[src/rtl/opi_pkg.sv]
// ----------------------------------------------------------------------------
// opi_pkg
// Shared types, constants and tables for the odometry pose integrator.
// ----------------------------------------------------------------------------
package opi_pkg;

	// Pose storage widths
	localparam int POSITION_BITS = 32;
	localparam int ANGLE_BITS    = 16;

	// Status codes of an input item
	localparam logic [1:0] STAT_OK      = 2'd0;
	localparam logic [1:0] STAT_MISSING = 2'd1;

	// Rotation unit
	localparam int CORDIC_ITERS = 24;
	localparam int CRD_W        = 33;
	localparam int ITER_W       = 5;
	localparam logic signed [CRD_W-1:0] CRD_QUARTER = 33'sd1073741824;
	localparam logic signed [CRD_W-1:0] CRD_HALF    = 33'sd2147483648;

	// Serial multiplier
	localparam int MUL_A_W  = 33;
	localparam int MUL_B_W  = 31;
	localparam int MUL_HI_W = MUL_A_W + 1;
	localparam int SHORT_STEPS = 16;
	localparam int LONG_STEPS  = 31;
	localparam logic [MUL_B_W-1:0] CORDIC_INV_GAIN = 31'd39797;
	localparam logic [MUL_B_W-1:0] INV_PI_Q32      = 31'd1367130551;

	// Displacement: (hi + 2^9) >>> 10 after a 16 step product
	localparam int DX_SH = 10;
	localparam int DX_W  = MUL_HI_W - DX_SH;
	// Heading step: (hi + 2^(29-A)) >>> (30-A) after a 31 step product
	localparam int HD_SH = 30 - ANGLE_BITS;

	typedef enum logic [2:0] {
		S_IDLE, S_ROT, S_GLOAD, S_GAIN, S_SLOAD, S_SCALE, S_UPD, S_MISS
	} opi_state_t;

	typedef enum logic [2:0] {
		H_IDLE, H_MUL1, H_LOAD2, H_MUL2, H_DONE
	} opi_hstate_t;

	typedef struct packed {
		logic load;
		logic step;
	} opi_mul_ctl_t;

	typedef struct packed {
		logic              load;
		logic              step;
		logic [ITER_W-1:0] iter;
	} opi_crd_ctl_t;

	// Arctangent table, 2^32 per full turn
	function automatic logic [31:0] cordic_atan(input logic [ITER_W-1:0] idx);
		logic [31:0] v;
		unique case (idx)
			5'd0:  v = 32'd536870912;
			5'd1:  v = 32'd316933406;
			5'd2:  v = 32'd167458907;
			5'd3:  v = 32'd85004756;
			5'd4:  v = 32'd42667331;
			5'd5:  v = 32'd21354465;
			5'd6:  v = 32'd10679838;
			5'd7:  v = 32'd5340245;
			5'd8:  v = 32'd2670163;
			5'd9:  v = 32'd1335087;
			5'd10: v = 32'd667544;
			5'd11: v = 32'd333772;
			5'd12: v = 32'd166886;
			5'd13: v = 32'd83443;
			5'd14: v = 32'd41722;
			5'd15: v = 32'd20861;
			5'd16: v = 32'd10430;
			5'd17: v = 32'd5215;
			5'd18: v = 32'd2608;
			5'd19: v = 32'd1304;
			5'd20: v = 32'd652;
			5'd21: v = 32'd326;
			5'd22: v = 32'd163;
			5'd23: v = 32'd81;
			default: v = 32'd0;
		endcase
		return v;
	endfunction

endpackage

[src/rtl/opi_mul.sv]
// ----------------------------------------------------------------------------
// opi_mul
// Bit-serial signed-by-unsigned multiplier, one bit of b per cycle on step.
// After N steps, hi holds floor(a*b / 2^N) and the top N bits of lo hold the
// low N product bits.
// ----------------------------------------------------------------------------
module opi_mul (
	input  logic                                clk,
	input  logic                                arst_n,
	input  opi_pkg::opi_mul_ctl_t               ctl,
	input  logic signed [opi_pkg::MUL_A_W-1:0]  a,
	input  logic        [opi_pkg::MUL_B_W-1:0]  b,
	output logic signed [opi_pkg::MUL_HI_W-1:0] hi,
	output logic        [opi_pkg::MUL_B_W-1:0]  lo
);
	import opi_pkg::*;

	logic signed [MUL_A_W-1:0]  a_q;
	logic signed [MUL_HI_W-1:0] hi_q;
	logic        [MUL_B_W-1:0]  b_q;
	logic signed [MUL_HI_W:0]   sum;

	// partial product added on the current multiplier bit
	always_comb begin
		sum = {hi_q[MUL_HI_W-1], hi_q};
		if (b_q[0]) begin
			sum = sum + {{2{a_q[MUL_A_W-1]}}, a_q};
		end
	end

	always_ff @(posedge clk or negedge arst_n) begin
		if (!arst_n) begin
			hi_q <= '0;
		end else if (ctl.load) begin
			hi_q <= '0;
		end else if (ctl.step) begin
			hi_q <= sum[MUL_HI_W:1];
		end
	end

	always_ff @(posedge clk) begin
		if (ctl.load) begin
			a_q <= a;
			b_q <= b;
		end else if (ctl.step) begin
			b_q <= {sum[0], b_q[MUL_B_W-1:1]};
		end
	end

	assign hi = hi_q;
	assign lo = b_q;

endmodule

[src/rtl/opi_cordic.sv]
// ----------------------------------------------------------------------------
// opi_cordic
// Iterative CORDIC rotator, one micro-rotation per step. The load folds the
// angle into +-pi/2 and scales the vector by 2^14.
// ----------------------------------------------------------------------------
module opi_cordic (
	input  logic                                 clk,
	input  logic                                 arst_n,
	input  opi_pkg::opi_crd_ctl_t                ctl,
	input  logic signed [15:0]                   vel_x,
	input  logic signed [15:0]                   vel_y,
	input  logic        [opi_pkg::ANGLE_BITS-1:0] angle,
	output logic signed [opi_pkg::CRD_W-1:0]     x_out,
	output logic signed [opi_pkg::CRD_W-1:0]     y_out
);
	import opi_pkg::*;

	logic signed [CRD_W-1:0] x_q, y_q, z_q;
	logic signed [CRD_W-1:0] x0, y0, z0, xf, yf, zf;
	logic signed [CRD_W-1:0] dx, dy, at;
	logic        [31:0]      a32;
	logic        [ANGLE_BITS+31:0] a_wide;

	// load path: widen angle to 32 bits, fold beyond +-pi/2
	always_comb begin
		a_wide = {angle, 32'b0};
		a32    = a_wide[ANGLE_BITS+31 -: 32];
		z0     = {a32[31], a32};
		x0     = {{3{vel_x[15]}}, vel_x, 14'b0};
		y0     = {{3{vel_y[15]}}, vel_y, 14'b0};
		xf     = x0;
		yf     = y0;
		zf     = z0;
		if (z0 > CRD_QUARTER) begin
			xf = -x0;
			yf = -y0;
			zf = z0 - CRD_HALF;
		end else if (z0 < -CRD_QUARTER) begin
			xf = -x0;
			yf = -y0;
			zf = z0 + CRD_HALF;
		end
	end

	always_comb begin
		dx = y_q >>> ctl.iter;
		dy = x_q >>> ctl.iter;
		at = {1'b0, cordic_atan(ctl.iter)};
	end

	always_ff @(posedge clk or negedge arst_n) begin
		if (!arst_n) begin
			x_q <= '0;
			y_q <= '0;
			z_q <= '0;
		end else if (ctl.load) begin
			x_q <= xf;
			y_q <= yf;
			z_q <= zf;
		end else if (ctl.step) begin
			if (!z_q[CRD_W-1]) begin
				x_q <= x_q - dx;
				y_q <= y_q + dy;
				z_q <= z_q - at;
			end else begin
				x_q <= x_q + dx;
				y_q <= y_q - dy;
				z_q <= z_q + at;
			end
		end
	end

	assign x_out = x_q;
	assign y_out = y_q;

endmodule

[src/rtl/odometry_pose_integrator.sv]
// ----------------------------------------------------------------------------
// odometry_pose_integrator
// Planar dead-reckoning: integrates body velocities into an x/y/heading pose.
// ----------------------------------------------------------------------------
// A valid sample runs through these steps before the block takes the next
// item: 24 CORDIC iterations rotate the velocity by the stored heading,
// then two bit-serial multipliers (one per axis) run 16 steps to remove the
// CORDIC gain and 16 steps to scale by the period, each after a load state,
// and then an update state. The heading step (turn_rate * period * 1/pi, two
// products in a third serial multiplier) runs alongside and never adds time.
// A missing sample emits a result, a malformed one is only counted. The
// result sits in an output register, so a new item is accepted while the
// last one is still waiting; the update stalls only if that register is full.
module odometry_pose_integrator (
	input  logic        clk,
	input  logic        arst_n,
	// input item
	input  logic        in_valid,
	output logic        in_ready,
	input  logic [1:0]  status,
	input  logic signed [15:0] vel_x,
	input  logic signed [15:0] vel_y,
	input  logic signed [15:0] turn_rate,
	input  logic [15:0] period,
	// result item
	output logic        out_valid,
	input  logic        out_ready,
	output logic signed [31:0] pos_x,
	output logic signed [31:0] pos_y,
	output logic signed [15:0] heading,
	output logic signed [15:0] out_vel_x,
	output logic signed [15:0] out_vel_y,
	output logic signed [15:0] out_turn_rate,
	output logic [15:0] missed_reads,
	output logic [15:0] bad_samples
);
	import opi_pkg::*;

	// sequencers
	opi_state_t  state_q, state_d;
	opi_hstate_t hst_q, hst_d;
	logic [ITER_W-1:0] cnt_q, cnt_d;
	logic [ITER_W-1:0] hcnt_q, hcnt_d;

	// pose and counters
	logic signed [POSITION_BITS-1:0] px_q, py_q, px_new, py_new;
	logic [ANGLE_BITS-1:0] hd_q, hd_new;
	logic [15:0] missed_q, bad_q, missed_inc, bad_inc;

	// captured sample
	logic signed [15:0] vx_q, vy_q, vt_q;
	logic [15:0] per_q;

	// output register
	logic out_valid_q;
	logic signed [31:0] pos_x_q, pos_y_q;
	logic signed [15:0] heading_q, ovx_q, ovy_q, ovt_q;
	logic [15:0] missed_o_q, bad_o_q;

	// control
	logic out_free, cap_en, bad_hit, miss_emit, upd, h_start;
	opi_crd_ctl_t crd_ctl;
	opi_mul_ctl_t mxy_ctl, mh_ctl;

	// datapath
	logic signed [CRD_W-1:0]    cx, cy;
	logic signed [MUL_A_W-1:0]  mx_a, my_a, mh_a;
	logic        [MUL_B_W-1:0]  mxy_b, mh_b;
	logic signed [MUL_HI_W-1:0] mx_hi, my_hi, mh_hi;
	logic        [MUL_B_W-1:0]  mh_lo;
	logic signed [31:0]         vtp;
	logic signed [MUL_HI_W-1:0] xr, yr, hr;
	logic signed [DX_W-1:0]     dx, dy;
	logic signed [POSITION_BITS:0] sx, sy;
	logic signed [POSITION_BITS+31:0] px_ext, py_ext;
	logic [ANGLE_BITS+15:0] hd_ext;

	assign out_free = !out_valid_q || out_ready;

	// ---- units ----
	opi_cordic u_cordic (
		.clk    (clk),
		.arst_n (arst_n),
		.ctl    (crd_ctl),
		.vel_x  (vel_x),
		.vel_y  (vel_y),
		.angle  (hd_q),
		.x_out  (cx),
		.y_out  (cy)
	);

	opi_mul u_mul_x (
		.clk    (clk),
		.arst_n (arst_n),
		.ctl    (mxy_ctl),
		.a      (mx_a),
		.b      (mxy_b),
		.hi     (mx_hi),
		.lo     ()
	);

	opi_mul u_mul_y (
		.clk    (clk),
		.arst_n (arst_n),
		.ctl    (mxy_ctl),
		.a      (my_a),
		.b      (mxy_b),
		.hi     (my_hi),
		.lo     ()
	);

	opi_mul u_mul_h (
		.clk    (clk),
		.arst_n (arst_n),
		.ctl    (mh_ctl),
		.a      (mh_a),
		.b      (mh_b),
		.hi     (mh_hi),
		.lo     (mh_lo)
	);

	// gain removal takes the rotated vector, scaling takes the gain-removed result
	always_comb begin
		if (state_q == S_GLOAD) begin
			mx_a  = cx;
			my_a  = cy;
			mxy_b = CORDIC_INV_GAIN;
		end else begin
			mx_a  = mx_hi[MUL_A_W-1:0];
			my_a  = my_hi[MUL_A_W-1:0];
			mxy_b = {{(MUL_B_W-16){1'b0}}, per_q};
		end
	end

	// heading chain: turn_rate*period, then times 1/pi
	assign vtp = {mh_hi[15:0], mh_lo[MUL_B_W-1 -: SHORT_STEPS]};
	always_comb begin
		if (hst_q == H_IDLE) begin
			mh_a = {{(MUL_A_W-16){turn_rate[15]}}, turn_rate};
			mh_b = {{(MUL_B_W-16){1'b0}}, period};
		end else begin
			mh_a = {vtp[31], vtp};
			mh_b = INV_PI_Q32;
		end
	end

	// ---- rounding, saturation, pose update ----
	always_comb begin
		xr = mx_hi + (MUL_HI_W'(1) <<< (DX_SH - 1));
		yr = my_hi + (MUL_HI_W'(1) <<< (DX_SH - 1));
		dx = xr[MUL_HI_W-1:DX_SH];
		dy = yr[MUL_HI_W-1:DX_SH];
		sx = {px_q[POSITION_BITS-1], px_q} + {{(POSITION_BITS+1-DX_W){dx[DX_W-1]}}, dx};
		sy = {py_q[POSITION_BITS-1], py_q} + {{(POSITION_BITS+1-DX_W){dy[DX_W-1]}}, dy};
		// overflow shows as the two top bits differing
		px_new = sx[POSITION_BITS-1:0];
		if (sx[POSITION_BITS] != sx[POSITION_BITS-1]) begin
			px_new = {sx[POSITION_BITS], {(POSITION_BITS-1){!sx[POSITION_BITS]}}};
		end
		py_new = sy[POSITION_BITS-1:0];
		if (sy[POSITION_BITS] != sy[POSITION_BITS-1]) begin
			py_new = {sy[POSITION_BITS], {(POSITION_BITS-1){!sy[POSITION_BITS]}}};
		end
		hr     = mh_hi + (MUL_HI_W'(1) <<< (HD_SH - 1));
		hd_new = hd_q + hr[HD_SH +: ANGLE_BITS];
	end

	assign missed_inc = (missed_q == 16'hFFFF) ? missed_q : missed_q + 16'd1;
	assign bad_inc    = (bad_q == 16'hFFFF) ? bad_q : bad_q + 16'd1;

	// ---- main sequencer ----
	always_comb begin
		state_d   = state_q;
		cnt_d     = cnt_q;
		in_ready  = 1'b0;
		cap_en    = 1'b0;
		bad_hit   = 1'b0;
		miss_emit = 1'b0;
		upd       = 1'b0;
		h_start   = 1'b0;
		crd_ctl   = '0;
		mxy_ctl   = '0;
		crd_ctl.iter = cnt_q;
		unique case (state_q)
			S_IDLE: begin
				in_ready = 1'b1;
				if (in_valid) begin
					priority if (status == STAT_OK) begin
						cap_en       = 1'b1;
						crd_ctl.load = 1'b1;
						h_start      = 1'b1;
						cnt_d        = '0;
						state_d      = S_ROT;
					end else if (status == STAT_MISSING) begin
						state_d = S_MISS;
					end else begin
						bad_hit = 1'b1;
					end
				end
			end
			S_ROT: begin
				crd_ctl.step = 1'b1;
				if (cnt_q == ITER_W'(CORDIC_ITERS - 1)) begin
					state_d = S_GLOAD;
				end else begin
					cnt_d = cnt_q + 1'b1;
				end
			end
			S_GLOAD: begin
				mxy_ctl.load = 1'b1;
				cnt_d        = '0;
				state_d      = S_GAIN;
			end
			S_GAIN: begin
				mxy_ctl.step = 1'b1;
				if (cnt_q == ITER_W'(SHORT_STEPS - 1)) begin
					state_d = S_SLOAD;
				end else begin
					cnt_d = cnt_q + 1'b1;
				end
			end
			S_SLOAD: begin
				mxy_ctl.load = 1'b1;
				cnt_d        = '0;
				state_d      = S_SCALE;
			end
			S_SCALE: begin
				mxy_ctl.step = 1'b1;
				if (cnt_q == ITER_W'(SHORT_STEPS - 1)) begin
					state_d = S_UPD;
				end else begin
					cnt_d = cnt_q + 1'b1;
				end
			end
			S_UPD: begin
				if (out_free && hst_q == H_DONE) begin
					upd     = 1'b1;
					state_d = S_IDLE;
				end
			end
			S_MISS: begin
				if (out_free) begin
					miss_emit = 1'b1;
					state_d   = S_IDLE;
				end
			end
			default: state_d = S_IDLE;
		endcase
	end

	// ---- heading sequencer ----
	always_comb begin
		hst_d  = hst_q;
		hcnt_d = hcnt_q;
		mh_ctl = '0;
		unique case (hst_q)
			H_IDLE: begin
				if (h_start) begin
					mh_ctl.load = 1'b1;
					hcnt_d      = '0;
					hst_d       = H_MUL1;
				end
			end
			H_MUL1: begin
				mh_ctl.step = 1'b1;
				if (hcnt_q == ITER_W'(SHORT_STEPS - 1)) begin
					hst_d = H_LOAD2;
				end else begin
					hcnt_d = hcnt_q + 1'b1;
				end
			end
			H_LOAD2: begin
				mh_ctl.load = 1'b1;
				hcnt_d      = '0;
				hst_d       = H_MUL2;
			end
			H_MUL2: begin
				mh_ctl.step = 1'b1;
				if (hcnt_q == ITER_W'(LONG_STEPS - 1)) begin
					hst_d = H_DONE;
				end else begin
					hcnt_d = hcnt_q + 1'b1;
				end
			end
			H_DONE: begin
				if (upd) begin
					hst_d = H_IDLE;
				end
			end
			default: hst_d = H_IDLE;
		endcase
	end

	// ---- state registers ----
	always_ff @(posedge clk or negedge arst_n) begin
		if (!arst_n) begin
			state_q  <= S_IDLE;
			hst_q    <= H_IDLE;
			cnt_q    <= '0;
			hcnt_q   <= '0;
			px_q     <= '0;
			py_q     <= '0;
			hd_q     <= '0;
			missed_q <= '0;
			bad_q    <= '0;
			out_valid_q <= 1'b0;
		end else begin
			state_q <= state_d;
			hst_q   <= hst_d;
			cnt_q   <= cnt_d;
			hcnt_q  <= hcnt_d;
			if (upd) begin
				px_q <= px_new;
				py_q <= py_new;
				hd_q <= hd_new;
			end
			if (miss_emit) begin
				missed_q <= missed_inc;
			end
			if (bad_hit) begin
				bad_q <= bad_inc;
			end
			if (upd || miss_emit) begin
				out_valid_q <= 1'b1;
			end else if (out_ready) begin
				out_valid_q <= 1'b0;
			end
		end
	end

	// sample capture
	always_ff @(posedge clk) begin
		if (cap_en) begin
			vx_q  <= vel_x;
			vy_q  <= vel_y;
			vt_q  <= turn_rate;
			per_q <= period;
		end
	end

	// output payload: low 32 bits of position, low 16 bits of angle
	always_comb begin
		if (upd) begin
			px_ext = {{32{px_new[POSITION_BITS-1]}}, px_new};
			py_ext = {{32{py_new[POSITION_BITS-1]}}, py_new};
			hd_ext = {16'b0, hd_new};
		end else begin
			px_ext = {{32{px_q[POSITION_BITS-1]}}, px_q};
			py_ext = {{32{py_q[POSITION_BITS-1]}}, py_q};
			hd_ext = {16'b0, hd_q};
		end
	end

	always_ff @(posedge clk) begin
		if (upd || miss_emit) begin
			pos_x_q    <= px_ext[31:0];
			pos_y_q    <= py_ext[31:0];
			heading_q  <= hd_ext[15:0];
			ovx_q      <= upd ? vx_q : 16'sd0;
			ovy_q      <= upd ? vy_q : 16'sd0;
			ovt_q      <= upd ? vt_q : 16'sd0;
			missed_o_q <= miss_emit ? missed_inc : missed_q;
			bad_o_q    <= bad_q;
		end
	end

	assign out_valid     = out_valid_q;
	assign pos_x         = pos_x_q;
	assign pos_y         = pos_y_q;
	assign heading       = heading_q;
	assign out_vel_x     = ovx_q;
	assign out_vel_y     = ovy_q;
	assign out_turn_rate = ovt_q;
	assign missed_reads  = missed_o_q;
	assign bad_samples   = bad_o_q;

endmodule
[config.mk]
export PLATFORM = sky130hd
export DESIGN_NAME = odometry_pose_integrator
export DESIGN_NICKNAME = d
export VERILOG_FILES = /design/src/rtl/opi_pkg.sv /design/src/rtl/opi_mul.sv /design/src/rtl/opi_cordic.sv /design/src/rtl/odometry_pose_integrator.sv
export SDC_FILE = /design/constraint.sdc
export NUM_CORES = 2
export LEC_CHECK = 0
export ABC_AREA = 1
export BUFFER_PORTS_ARGS = -buffer_cell sky130_fd_sc_hd__buf_2
export CAP_MARGIN = 20
export CORE_MARGIN = 2
export CORE_UTILIZATION = 30
export DETAILED_ROUTE_END_ITERATION = 10
export PLACE_DENSITY = 0.54
export SKIP_LAST_GASP = 1
export SLEW_MARGIN = 25
export SYNTH_ARGS = -nofsm -noshare
export SYNTH_HDL_FRONTEND = slang
export SYNTH_SLANG_ARGS = --single-unit
[constraint.sdc]
create_clock -name clk -period 12.7 [get_ports clk]
set_input_delay 1.27 -clock clk [delete_from_list [all_inputs] [get_ports clk]]
set_output_delay 1.27 -clock clk [all_outputs]
set_load 0.02 [all_outputs]
### After elaboration in Yosys (flattened, before gate mapping)

Memory sizes are Yosys's and may differ from the RTL's.
Index checks and enable logic that the tools add are counted.

* add/subtract/negate cells: 23
* magnitude comparators: 2
* eq/ne operators: 36
* shift operators: 2
* multiplexer cells: 85
* bitwise operators: 1
* reductions and logical operators: 29

Operators with widths (number)
* $mux 33: 18
* $mux 31: 7
* $mux 34: 6
* $mux 32: 4
* $add 34x33->35: 3
* $mux 35: 3
* $add 33x33->33: 3
* $sub 33x33->33: 3
* $add 34x11->34 const B: 2
* $add 32x24->33: 2
* $neg 30->33: 2
* $sshr 33x5->33: 2
* $mux 16: 4
* $pmux 5 s4: 2
* $mux 3: 12
* $mux 5: 7
* $add 32x33->33 const B: 1
* $sub 32x33->33 const B: 1
* $add 16x1->16 const B: 2
* $eq 16x16->1 const B: 2
* $gt 32x32->1 const B: 1
* $lt 32x31->1 const B: 1
* $add 30x15->30 const B: 1
* $ne 2x2->1 const B: 15
* 27 further kinds: 74

* register bits: 746
* memory bits (read-only): 960
* input port bits: 70
* output and inout port bits: 162
* memories: 1

Memory list
* (name not given): depth 32, width 30, rd ports 1, clocked after memory_dff 0, write ports 0, line opi_pkg.sv:59 `unique case (idx)`

### Longest topological paths before layout

* depth after elaboration: 8
* gate-level depth with buffers: 37
* gate-level depth less buffers: 35

### Hierarchy

Synthesis repeated with hierarchy kept, for this count alone.

* cell total of the unflattened synthesis: 7901
* area, all modules: 56479.2 um2

By module, submodules not included
* odometry_pose_integrator: instances 1, cells an instance 2442, area each 20766.2 um2, seq. area each 9954.5 um2
* opi_mul: instances 3, cells an instance 870, area each 6379.9 um2, seq. area each 2772.7 um2
* opi_cordic: instances 1, cells an instance 2849, area each 16573.4 um2, seq. area each 2477.4 um2

### Least setup slack after synthesis

Ideal clock, no wire load.

* kind: input -> register
* start: input port out_ready
* end: register bad_o_q[0] (netlist: bad_samples[0]) (enable)
* data arrival time: 4.900 ns
* required time: 11.367 ns
* setup slack: 6.467 ns
* cell stages on the path: 8
* cell sequence: nor2_1 > inv_1 > nand2_1 > nor3_1 > inv_1 > clkbuf_1 > clkbuf_1 > nand2_1

* word-level cells in the longest chain between the ends: 5

Ends and longest elaborated chain
* start: declaration: line odometry_pose_integrator.sv:27 `input logic out_ready,`
* $logic_or 1x1->1 *: line odometry_pose_integrator.sv:78 `assign out_free = !out_valid_q || out_ready;`
* $logic_and 1x1->1: line odometry_pose_integrator.sv:236 `if (out_free && hst_q == H_DONE) begin`
* $mux 1: line odometry_pose_integrator.sv:236
* $mux 1: line odometry_pose_integrator.sv:184 `unique case (state_q)`
* $logic_or 1x1->1 *: line odometry_pose_integrator.sv:355 `if (upd || miss_emit) begin`
* end signal: assignment: line odometry_pose_integrator.sv:363 `bad_o_q <= bad_q;`
* end: declaration: line odometry_pose_integrator.sv:58 `logic [15:0] missed_o_q, bad_o_q;`

Mark *: on every way between the ends. The rest lies on a longest branch, timed or not.
A chain may end at the register's enable or synchronous reset.

### Worst setup path after layout

* start: register cnt_q[0]
* end: register u_cordic.x_q[25] (netlist: u_cordic.x_out[25])

* word-level cells in the longest chain between the ends: 5

Ends and longest elaborated chain
* start: declaration: line odometry_pose_integrator.sv:42 `logic [ITER_W-1:0] cnt_q, cnt_d;`
* start signal: assignment: line odometry_pose_integrator.sv:310 `cnt_q <= cnt_d;`
* $sshr 33x5->33 *: line opi_cordic.sv:46 `dx = y_q >>> ctl.iter;`
* $sub 33x33->33 / $add 33x33->33 (equally long branches): line opi_cordic.sv:62, opi_cordic.sv:66
* $mux 33 *: line opi_cordic.sv:61 `if (!z_q[CRD_W-1]) begin`
* $mux 33 *: line opi_cordic.sv:60 `end else if (ctl.step) begin`
* $mux 33 *: line opi_cordic.sv:56 `end else if (ctl.load) begin`
* end signal: assignment: line opi_cordic.sv:62 `x_q <= x_q - dx;`
* end signal: assignment: line opi_cordic.sv:66 `x_q <= x_q + dx;`
* end: declaration: line opi_cordic.sv:18 `logic signed [CRD_W-1:0] x_q, y_q, z_q;`

Mark *: on every way between the ends. The rest lies on a longest branch, timed or not. The select of a mux whose other input is x is not followed.

==> flow_summary.json <==
{
  "antenna_found_initial": 11,
  "synth_top_area_cell": "edfxtp_1",
  "synth.area.mux_share": 0.000215,
  "port_buffers": 231,
  "crit_path_start_kind": "flop",
  "required_ps": 13250,
  "path_max_fanout": 75,
  "area_growth_pct": 12.6,
  "final_layout_size_suffix_gt1_frac": 0.0775,
  "dpl_cell_area_sq_mm": 0.0558,
  "power_density_mw_per_mm2": 136,
  "core_area_sq_mm": 0.173,
  "clock-sinks": 745,
  "status": "complete, no violations",
  "gp_congestion": 0.958,
  "synthMostInstantiatedCell": "nand2_1",
  "slew_violations": 0,
  "synthXorXnorAreaFrac": 0.0514,
  "path_class": "flop to flop",
  "tightest_slew_ps": 1040,
  "timing_hold_violations_final": 0,
  "fp.dieH_um": 421,
  "synthCells": 6875,
  "synth_fp_nets": 7254,
  "yosys.area_share.simple": 0.242,
  "max_freq_mhz": 160,
  "grt_overflow": 0,
  "fp-row-count": 153,
  "internal-power_mw": 5.07,
  "fin_crit_ps": 6260,
  "ys_warn_count": 0,
  "async_flop_share": 0.443,
  "htreeDepth": 3,
  "netlist_area_sq_mm": 0.0523,
  "cts_buffers": 87,
  "grt_pass1_wl_mm": 275,
  "critPathSlowestCell": "dfrtp_2",
  "critPathMaxStageDelay_ps": 790,
  "io-pin-count": 232,
  "p_comb_frac": 0.306,
  "ir_drop_mv": 0.109,
  "tritoncts": "done",
  "path_clk_slew_ps": 70,
  "hold-worst-slack_ps": 478,
  "p_leak_nw": 27.1,
  "skew_ps": 47.3,
  "postSynthAreaPerCell_sq_um": 7.60,
  "endpoint_kind": "flop",
  "ys_seq_area_frac": 0.396,
  "cp.arrival_ps": 6810,
  "vias": 47755,
  "pwr-share-seq": 0.358,
  "ys_types": 70,
  "drc": 0,
  "initial_core_util": 0.301,
  "grt_max_degree": 127,
  "fin_crit_sh": 0.493,
  "nNetsFinal": 7397,
  "synth_area_leaders": "edfxtp_1 (24%), dfrtp_1 (16%), nand2_1 (12%)",
  "grt_usage": 0.195,
  "path_buf_inv": 4,
  "dieArea_sq_mm": 0.178,
  "dp_hpwl_mm": 134,
  "maxCapViolCount": 0,
  "cts_resized": 0,
  "nFillCells": 18552,
  "ys_seq_elements": 745,
  "synth-main-ff-cell": "edfxtp_1",
  "p_switching_mw": 2.91,
  "grt_pass1_vias": 46190,
  "synth-compound-area-share": 0.158,
  "synth_top_family_by_area": "simple AND/OR/NAND/NOR gates",
  "drt_wl_total_mm": 178,
  "finalSetupTns_ps": 0,
  "drtPass1Iterations": 6,
  "final_cell_area_sq_mm": 0.0589,
  "yosys.area_share.adder": 0.0753,
  "rsz0062_at_grt": "false",
  "synth_enable_flop_cells": 415,
  "clockBufferDepth": 3,
  "synth_top_area_share": 0.238,
  "die_w_um": 421,
  "finalSetupViolations": 0,
  "holdCritPathClass": "flop to flop",
  "holdBufCountCts": 0,
  "first_iter_violations": 3595,
  "p_clk_frac": 0.336,
  "viasPerCell": 5.06,
  "netSwitchingFraction": 0.365,
  "synthTopCellsByCount": "nand2_1 (1602), inv_1 (768), nor2_1 (639), o21ai_0 (572), a21oi_1 (535)",
  "critical_path.top_delay_family": "simple AND/OR/NAND/NOR gates",
  "antenna_left": 0,
  "clock_latency_ps": 750,
  "relSlewSlack": 0.310,
  "crit_top_cell": "nand2_1",
  "clockRootBuffer": "clkbuf_16",
  "wire_per_inst_um": 18.9,
  "cts_setup_buffers": 0
}
-- path summary, 6_finish.rpt --
kind	slack, ps	cells after the start	startpoint	endpoint
max	6440	29	cnt_q[0]	u_cordic.x_out[25]
min	480	0	bad_q[9]	bad_samples[9]
max reg2reg	6440	29	cnt_q[0]	u_cordic.x_out[25]
min reg2reg	480	0	bad_q[9]	bad_samples[9]
max in group asynchronous	10140	3	arst_n	cnt_q[1]
min in group asynchronous	580	1	arst_n	py_q[13]
-- registers in the layout (all words and copies together), names as in the netlist, 33 cells and up --
signal and flops:
u_mul_h.hi 34, u_cordic.x_out 33, u_cordic.z_q 33, u_mul_y.hi 34, u_cordic.y_out 33, u_mul_x.hi 34, u_mul_y.a_q 33, u_mul_x.a_q 33
-- cell families (layout without fill, tap and decap cells) --
| logic type | after synthesis | after routing |
|---|---|---|
| other | 0 | 12 |
| and+or+nand+nor | 3022 | 3022 |
| AOI/OAI and AO/OA | 1482 | 1482 |
| DFF | 745 | 745 |
| xor gates and xnor gates | 307 | 307 |
| muxes | 1 | 1 |
| adders and majority gates | 309 | 309 |
| buffers and inverters | 1009 | 1227 |
-- placed cells by master (no fill, tap or decap), types with 18 or more instances in the layout --
cell       count
nand2_1     1596
inv_1        765
nor2_1       634
o21ai_0      572
a21oi_1      535
nand3_1      517
edfxtp_1     415
dfrtp_1      326
ha_1         300
buf_2        230
xor2_1       219
a31oi_1       89
xnor2_1       88
clkbuf_16     87
nor3_1        81
nand4_1       53
buf_4         36
or2_2         33
o21ai_1       30
o211ai_1      29
o21a_1        28
a21o_1        28
nor4_1        26
o22ai_1       26
o21bai_1      25
o221ai_1      25
clkbuf_1      19
inv_2         18
-- final cells by class --
class                   count  area, sq um  area share
multi-input cells        5121        27600       0.469
flip-flops and latches    745        20700       0.352
inverters                 789         2980      0.0506
well taps                2325         2910      0.0494
clock buffers             117         2400      0.0408
repair buffers            274         1550      0.0264
clock inverters            47          646      0.0110
diodes                     12         30.0    0.000510
-- power by group through the flow --
stage | clock, mW | combinational [mW] | sequential (mW)
floorplan | 0 | 1.81 | 2.84
global placement | 0 | 2.42 | 2.90
detailed placement | 0 | 2.43 | 2.90
CTS | 2.76 | 2.44 | 2.86
global route | 2.84 | 2.78 | 2.88
finish | 2.68 | 2.44 | 2.86
-- per-layer routing --
| layer | up-vias | GRT usage | routed length (um) |
|---|---|---|---|
| li1 | 23540 | - | - |
| met1 | 22751 | 0.264 | 80800 |
| met2 | 1210 | 0.323 | 83700 |
| met3 | 246 | 0.0267 | 8700 |
| met4 | 8 | 0.0592 | 4640 |
| met5 | - | 0 | 61 |
-- metrics by stage --
step | worst slack, ps | util | cells | power, mW
floorplan | 6470 | - | 6875 | 4.65
global placement | 6690 | 0.321 | 9253 | 5.32
detailed placement | 6640 | 0.322 | 9254 | 5.33
CTS | 6570 | 0.339 | 9418 | 8.06
global route | 5940 | 0.339 | 9426 | 8.50
finish | 6440 | 0.339 | 9430 | 7.98
Power figures use the tool's default switching activity.
